<file path="config.mk">
export PLATFORM = sky130hd
export DESIGN_NAME = tec_diff
export DESIGN_NICKNAME = d
export VERILOG_FILES = /design/src/rtl/tec_pkg.sv /design/src/rtl/tec_diff.sv
export SDC_FILE = /design/constraint.sdc
export NUM_CORES = 2
export LEC_CHECK = 0
export BUFFER_PORTS_ARGS = -buffer_cell sky130_fd_sc_hd__buf_2
export CAP_MARGIN = 20
export CORE_AREA = 2 2 530 532
export CTS_CLUSTER_DIAMETER = 80
export DETAILED_ROUTE_END_ITERATION = 8
export DIE_AREA = 0 0 532 534
export GPL_TIMING_DRIVEN = 1
export PLACE_DENSITY_LB_ADDON = 0.08
export SLEW_MARGIN = 20
export SYNTH_ARGS = -nofsm -noshare
export SYNTH_HDL_FRONTEND = slang
export SYNTH_SLANG_ARGS = --single-unit
export TNS_END_PERCENT = 5
</file>
<file path="constraint.sdc">
create_clock -name clock -period 3.6 [get_ports clock]
set_input_delay 0.54 -clock clock [delete_from_list [all_inputs] [get_ports clock]]
set_output_delay 0.54 -clock clock [all_outputs]
set_load 0.02 [all_outputs]
</file>
<file path="src/rtl/tec_pkg.sv">
// Shared constants for the triangle edge crossing test core.
// No dependencies; imported by every module of the core.
`default_nettype none
package tec_pkg;
   localparam int FIELD_BITS = 32;  // width of one coordinate port
   localparam int NUM_VERT   = 3;   // vertices (and edges) per triangle
   localparam int NUM_PAIR   = 9;   // edge pairs, and vertex pairs, A x B
   localparam int SCALE_BITS = 14;  // 10000 < 2**14
   // 10000 = 2^13 + 2^10 + 2^9 + 2^8 + 2^4
   localparam int SCALE_SH0  = 13;
   localparam int SCALE_SH1  = 10;
   localparam int SCALE_SH2  = 9;
   localparam int SCALE_SH3  = 8;
   localparam int SCALE_SH4  = 4;
endpackage
`default_nettype wire

</file>
<file path="src/rtl/tec_diff.sv">
// Stages 0 and 1: coordinate capture and all edge / vertex-pair differences.
// Depends on tec_pkg.
`default_nettype none
module tec_diff #(
   parameter int COORD_BITS = 32
) (
   input  wire logic                                clock,
   input  wire logic                                reset,
   input  wire logic                                valid_in,
   input  wire logic [tec_pkg::FIELD_BITS-1:0]      ax [tec_pkg::NUM_VERT],
   input  wire logic [tec_pkg::FIELD_BITS-1:0]      ay [tec_pkg::NUM_VERT],
   input  wire logic [tec_pkg::FIELD_BITS-1:0]      bx [tec_pkg::NUM_VERT],
   input  wire logic [tec_pkg::FIELD_BITS-1:0]      by [tec_pkg::NUM_VERT],
   output logic                                     valid_out,
   output logic signed [COORD_BITS:0]               eax [tec_pkg::NUM_VERT],
   output logic signed [COORD_BITS:0]               eay [tec_pkg::NUM_VERT],
   output logic signed [COORD_BITS:0]               ebx [tec_pkg::NUM_VERT],
   output logic signed [COORD_BITS:0]               eby [tec_pkg::NUM_VERT],
   output logic signed [COORD_BITS:0]               dx  [tec_pkg::NUM_PAIR],
   output logic signed [COORD_BITS:0]               dy  [tec_pkg::NUM_PAIR]
);
   import tec_pkg::*;
   localparam int CW = COORD_BITS + 1;

   logic signed [COORD_BITS-1:0] ax_in [NUM_VERT], ay_in [NUM_VERT];
   logic signed [COORD_BITS-1:0] bx_in [NUM_VERT], by_in [NUM_VERT];
   logic signed [COORD_BITS-1:0] ax_ff [NUM_VERT], ay_ff [NUM_VERT];
   logic signed [COORD_BITS-1:0] bx_ff [NUM_VERT], by_ff [NUM_VERT];
   logic signed [CW-1:0] eax_ff [NUM_VERT], eay_ff [NUM_VERT];
   logic signed [CW-1:0] ebx_ff [NUM_VERT], eby_ff [NUM_VERT];
   logic signed [CW-1:0] dx_ff [NUM_PAIR], dy_ff [NUM_PAIR];
   logic v0_ff, v1_ff;

   genvar i, j;
   generate
      for (i = 0; i < NUM_VERT; i++) begin : g_vert
         // coordinate = low COORD_BITS of the field, or the field sign-extended when COORD_BITS is wider
         if (COORD_BITS <= FIELD_BITS) begin : g_trunc
            assign ax_in[i] = ax[i][COORD_BITS-1:0];
            assign ay_in[i] = ay[i][COORD_BITS-1:0];
            assign bx_in[i] = bx[i][COORD_BITS-1:0];
            assign by_in[i] = by[i][COORD_BITS-1:0];
         end else begin : g_ext
            assign ax_in[i] = {{(COORD_BITS-FIELD_BITS){ax[i][FIELD_BITS-1]}}, ax[i]};
            assign ay_in[i] = {{(COORD_BITS-FIELD_BITS){ay[i][FIELD_BITS-1]}}, ay[i]};
            assign bx_in[i] = {{(COORD_BITS-FIELD_BITS){bx[i][FIELD_BITS-1]}}, bx[i]};
            assign by_in[i] = {{(COORD_BITS-FIELD_BITS){by[i][FIELD_BITS-1]}}, by[i]};
         end

         always_ff @(posedge clock) begin
            ax_ff[i] <= ax_in[i];
            ay_ff[i] <= ay_in[i];
            bx_ff[i] <= bx_in[i];
            by_ff[i] <= by_in[i];
            eax_ff[i] <= CW'(ax_ff[(i+1)%NUM_VERT]) - CW'(ax_ff[i]);
            eay_ff[i] <= CW'(ay_ff[(i+1)%NUM_VERT]) - CW'(ay_ff[i]);
            ebx_ff[i] <= CW'(bx_ff[(i+1)%NUM_VERT]) - CW'(bx_ff[i]);
            eby_ff[i] <= CW'(by_ff[(i+1)%NUM_VERT]) - CW'(by_ff[i]);
         end

         for (j = 0; j < NUM_VERT; j++) begin : g_pair
            // d(i,j) = B vertex j minus A vertex i
            always_ff @(posedge clock) begin
               dx_ff[i*NUM_VERT+j] <= CW'(bx_ff[j]) - CW'(ax_ff[i]);
               dy_ff[i*NUM_VERT+j] <= CW'(by_ff[j]) - CW'(ay_ff[i]);
            end
         end
      end
   endgenerate

   always_ff @(posedge clock) begin
      if (reset) begin
         v0_ff <= 1'b0;
         v1_ff <= 1'b0;
      end else begin
         v0_ff <= valid_in;
         v1_ff <= v0_ff;
      end
   end

   assign valid_out = v1_ff;
   assign eax = eax_ff;
   assign eay = eay_ff;
   assign ebx = ebx_ff;
   assign eby = eby_ff;
   assign dx  = dx_ff;
   assign dy  = dy_ff;
endmodule
`default_nettype wire

</file>
* Yosys cells after proc, flatten, opt, wreduce, memory -nomap -nowiden
Memory sizes are Yosys's and may differ from the RTL's.
Index checks and enable logic that the tools add are counted.
Widths: inputs -> output; s select.
** Cells by class
- Add/subtract/negate cells :: 30
** Operator list (count)
- $sub 32x32->33 :: 30
** Storage, ports and cells
- Input port bits :: 387
- Bits in writable memories :: 384
- Bits in registers :: 992
- Output and inout bits :: 991
- Memories kept :: 4
- Logic and storage cells :: 66
** Memory list
- ax_ff :: words 3, bits a word 32, read ports 3, clocked after memory_dff 0, wr ports 3, RTL line tec_diff.sv:27 : logic signed [COORD_BITS-1:0] ax_ff [NUM_VERT], ay_ff [NUM_VERT];
- ay_ff :: words 3, bits a word 32, read ports 3, clocked after memory_dff 0, wr ports 3, RTL line tec_diff.sv:27
- bx_ff :: words 3, bits a word 32, read ports 3, clocked after memory_dff 0, wr ports 3, RTL line tec_diff.sv:28 : logic signed [COORD_BITS-1:0] bx_ff [NUM_VERT], by_ff [NUM_VERT];
- by_ff :: words 3, bits a word 32, read ports 3, clocked after memory_dff 0, wr ports 3, RTL line tec_diff.sv:28

* Longest topological paths before layout
- Word-level depth :: 1
- Mapped depth :: 13
- Mapped depth without buffers :: 13

* Worst setup path after synthesis
Ideal clock, no wire load.
- Kind :: reg-to-reg
- Start point :: mem ax_ff[0][1]
- End point :: reg eax_ff (netlist bit eax[32])
- Setup slack :: 0.384 ns
- Library setup time :: 0.114 ns
- Data required time :: 3.486 ns
- Arrival :: 3.102 ns
- Cell stages (with the launch flop) :: 13
- Path buffers :: 0
- Clock period less this slack :: 3.216 ns
- Cell sequence :: dfxtp_1 inv_1 fa_1 nand2b_1 a21boi_1 o211ai_1 a31oi_1 a221oi_2 a2111oi_0 o21ai_1 a31oi_1 a2111oi_0 a21o_1
** RTL lines
- from (decl) :: RTL line tec_diff.sv:27
- to (signal, indexed assignment) :: RTL line tec_diff.sv:55 : eax_ff[i] <= CW'(ax_ff[(i+1)%NUM_VERT]) - CW'(ax_ff[i]);
- to (decl) :: RTL line tec_diff.sv:29 : logic signed [CW-1:0] eax_ff [NUM_VERT], eay_ff [NUM_VERT];

==> impl_metrics.yaml <==
placement:
  numPortBuffers: 1377
  hpwl_mm: 349
  dpl.cell_count: 13959
  routabilityCongestion: 0.968
logic_synthesis:
  synthFlopType: "dfxtp_1"
  synth_area_leaders: "dfxtp_1 (37%), ha_1 (16%), xnor2_1 (6.5%)"
  synth_cells: 8250
  async_reset_ff_frac: 0
  synth_edf_count: 0
  yosys.area.top_type: "dfxtp_1"
  syn-num-nets: 9627
  synth_seq_area_share: 0.367
  syn_avg_cell_area_um2: 9.09
  syn_area_um2: 75000
  ys_warn_count: 0
  synth_seq_cells: 1376
  yosysTopAreaCellShare: 0.367
  ys_types: 92
global_route:
  grt.overflow.total: 0
  antenna_found_initial: 96
  grt_first_pass_wirelength_mm: 550
  grt_usage: 0.274
  use_met1: 0.321
  grt_pass1_vias: 75711
  grt_util_met3: 0.0360
  busiest_layer: "met2"
  grt_max_degree: 15
  gr-usage-met2: 0.496
die:
  core-area_um2: 278000
  start_util: 0.269
  top_level_ports: 1378
  die_y_um: 534
  placementRows: 194
  die-area_um2: 284000
  die_x_um: 532
cells_and_area:
  nets: 12190
  drive_gt1_frac: 0.240
  fin_cells: 14712
  utilization: 0.369
  layout_common_cells: "buf_2 (1,377), dfxtp_1 (1,357), ha_1 (954)"
  final_common_cell: "buf_2"
  area_growth_pct: 36.9
sta:
  fin_skew_ns: 0.0368
  max_freq_mhz: 282
  setup_violations: 0
  hold_viol: 0
  whs_ns: 0.303
  rsz0062_at_grt: "true"
  fin_setup_tns_ns: 0
  slew_violations: 0
  period_needed_ns: 3.54
  finalCritPeriodShare: 0.984
  slew_headroom: 0.392
  tightest_slew_ns: 0.906
min_path:
  min_path_type: "primary input to flip-flop"
power_and_ir_drop:
  p_per_area_nw_per_um2: 572
  p_leak_nw: 49.4
  irDropWorstVdd_mv: 0.408
clock_tree:
  numClockSinks: 1376
  cts_tree: "done"
  clockBufferDepth: 4
  htreeDepth: 4
  ctsRootBufferMaster: "clkbuf_16"
  cts_made_buffers: 184
  clk_latency_ns: 0.87
  clk_pin_slew_ns: 0.07
setup_path:
  cp.arrival_ns: 4.29
  crit_path_start_kind: "flip-flop"
  end_kind: "flip-flop"
  worst-path-max-fanout: 4
  path_class: "flip-flop to flip-flop"
  cp.required_ns: 4.34
detailed_routing:
  viasPerCell: 4.98
  remaining_drc_errors: 0
  route.vias.total: 73318
  firstDrtPassIters: 7
  drtIter0Drc: 4045
  totalWireLength_mm: 407
  postRouteAntennaNets: 0
  wl_per_cell_um: 27.6
run:
  maxCapViolations: 0
run_status:
  run_status: "finished clean"
## state kept, by name, summed over array words and instances, names as in the netlist, 96 cells and up
name	cells
ax_ff	96
ay_ff	96
bx_ff	96
by_ff	96
dx	297
dy	297
eax	99
eay	99
ebx	99
eby	99
## what timing repair did
action                     in CTS  in global routing
pin swaps                       8                 38
setup buffers                   0                  6
resized for setup              64                144
setup endpoints to repair      98                155
hold endpoints to repair      386                  0
hold buffers                  386                  0
## worst max-delay path, cell delays in order, from the launching register on
cell and delay, ns:
dfxtp_1 0.31, inv_1 0.07, buf_4 0.15, ha_2 0.20, fa_2 0.22, nor2b_2 0.05
o31a_1 0.35, o211ai_1 0.19, buf_4 0.16, o211ai_1 0.09, buf_4 0.17, o311ai_2 0.26
buf_4 0.17, nand4_1 0.23, a31oi_1 0.26, buf_4 0.15, o21ai_1 0.06, a21o_1 0.19
xor2_1 0.14
## per-stage QoR
stage               area [um^2]  setup slack [ns]  power, mW
floorplan                 75000             0.384       29.4
global placement          91600            -0.726       39.1
detailed placement        91600            -0.565       39.0
CTS                      102000           -0.0825       59.2
global route             103000           -0.0799       61.1
finish                   103000            0.0560       58.7
## power breakdown
group | switching, mW | internal (mW) | total [mW]
registers | 2.69 | 17.9 | 20.6
clock network | 7.86 | 11.6 | 19.4
logic | 11.7 | 6.94 | 18.6
## path summary, 6_finish.rpt
check,from,endpoint,slack (ns),depth (start not counted)
worst min register to register,v0_ff$_SDFF_PP0_,valid_out$_SDFF_PP0_,0.45,1
worst max register to register,bx_ff[0][64]$_DFF_P_,dx[228]$_DFF_P_,0.06,18
worst max-delay path,bx_ff[0][64]$_DFF_P_,dx[228]$_DFF_P_,0.06,18
worst min-delay path,ax[75],ax_ff[0][11]$_DFF_P_,0.30,2
## Yosys cell counts (15+ instances only)
master,count
a31o_2,15
a21boi_0,30
o41ai_1,15
a221oi_1,20
nor3_1,127
and2_1,40
o31a_1,31
nor2b_1,146
ha_1,960
and3_1,75
a211o_1,31
o211ai_1,38
or2_2,26
o21bai_1,74
o21ai_1,88
nand4_1,89
nand2_1,440
a41oi_1,16
a21boi_1,25
o21ai_0,356
nor3b_1,21
o31ai_1,49
or3_1,43
a31oi_1,94
nand2b_1,98
fa_1,30
a211oi_1,69
nand3_1,154
xnor2_1,557
o22ai_1,19
a21oi_1,707
inv_1,675
nor4_1,22
a21o_1,409
a2111oi_0,25
o21a_1,180
dfxtp_1,1376
xor2_1,227
clkbuf_1,85
and4_1,15
nor2_1,544
## metal layers
layer,up-vias,share of wire
li1,34590,-
met3,564,0.047
met4,8,0.050
met5,-,0.00011
met2,2374,0.49
met1,35782,0.41
## cell families after synthesis
kind of cell | Yosys count | share of synthesized area
simple gates | 1882 | 0.121
xor+xnor | 784 | 0.0915
flops | 1376 | 0.367
fa+ha+maj | 990 | 0.168
compound gates | 2447 | 0.213
buf+inv | 763 | 0.0382
mux | 8 | 0.00108
## cell type report
cell class | count | area, um^2
Antenna cell | 30 | 75.1
Clock buffer | 233 | 5050
Clock inverter | 98 | 1240
Fill cell | 28584 | 176000
Inverter | 675 | 2540
Multi-Input combinational cell | 6111 | 45400
Sequential cell | 1376 | 27600
Tap cell | 3724 | 4660
Timing Repair Buffer | 2465 | 16200
Power figures use the tool's default switching activity.
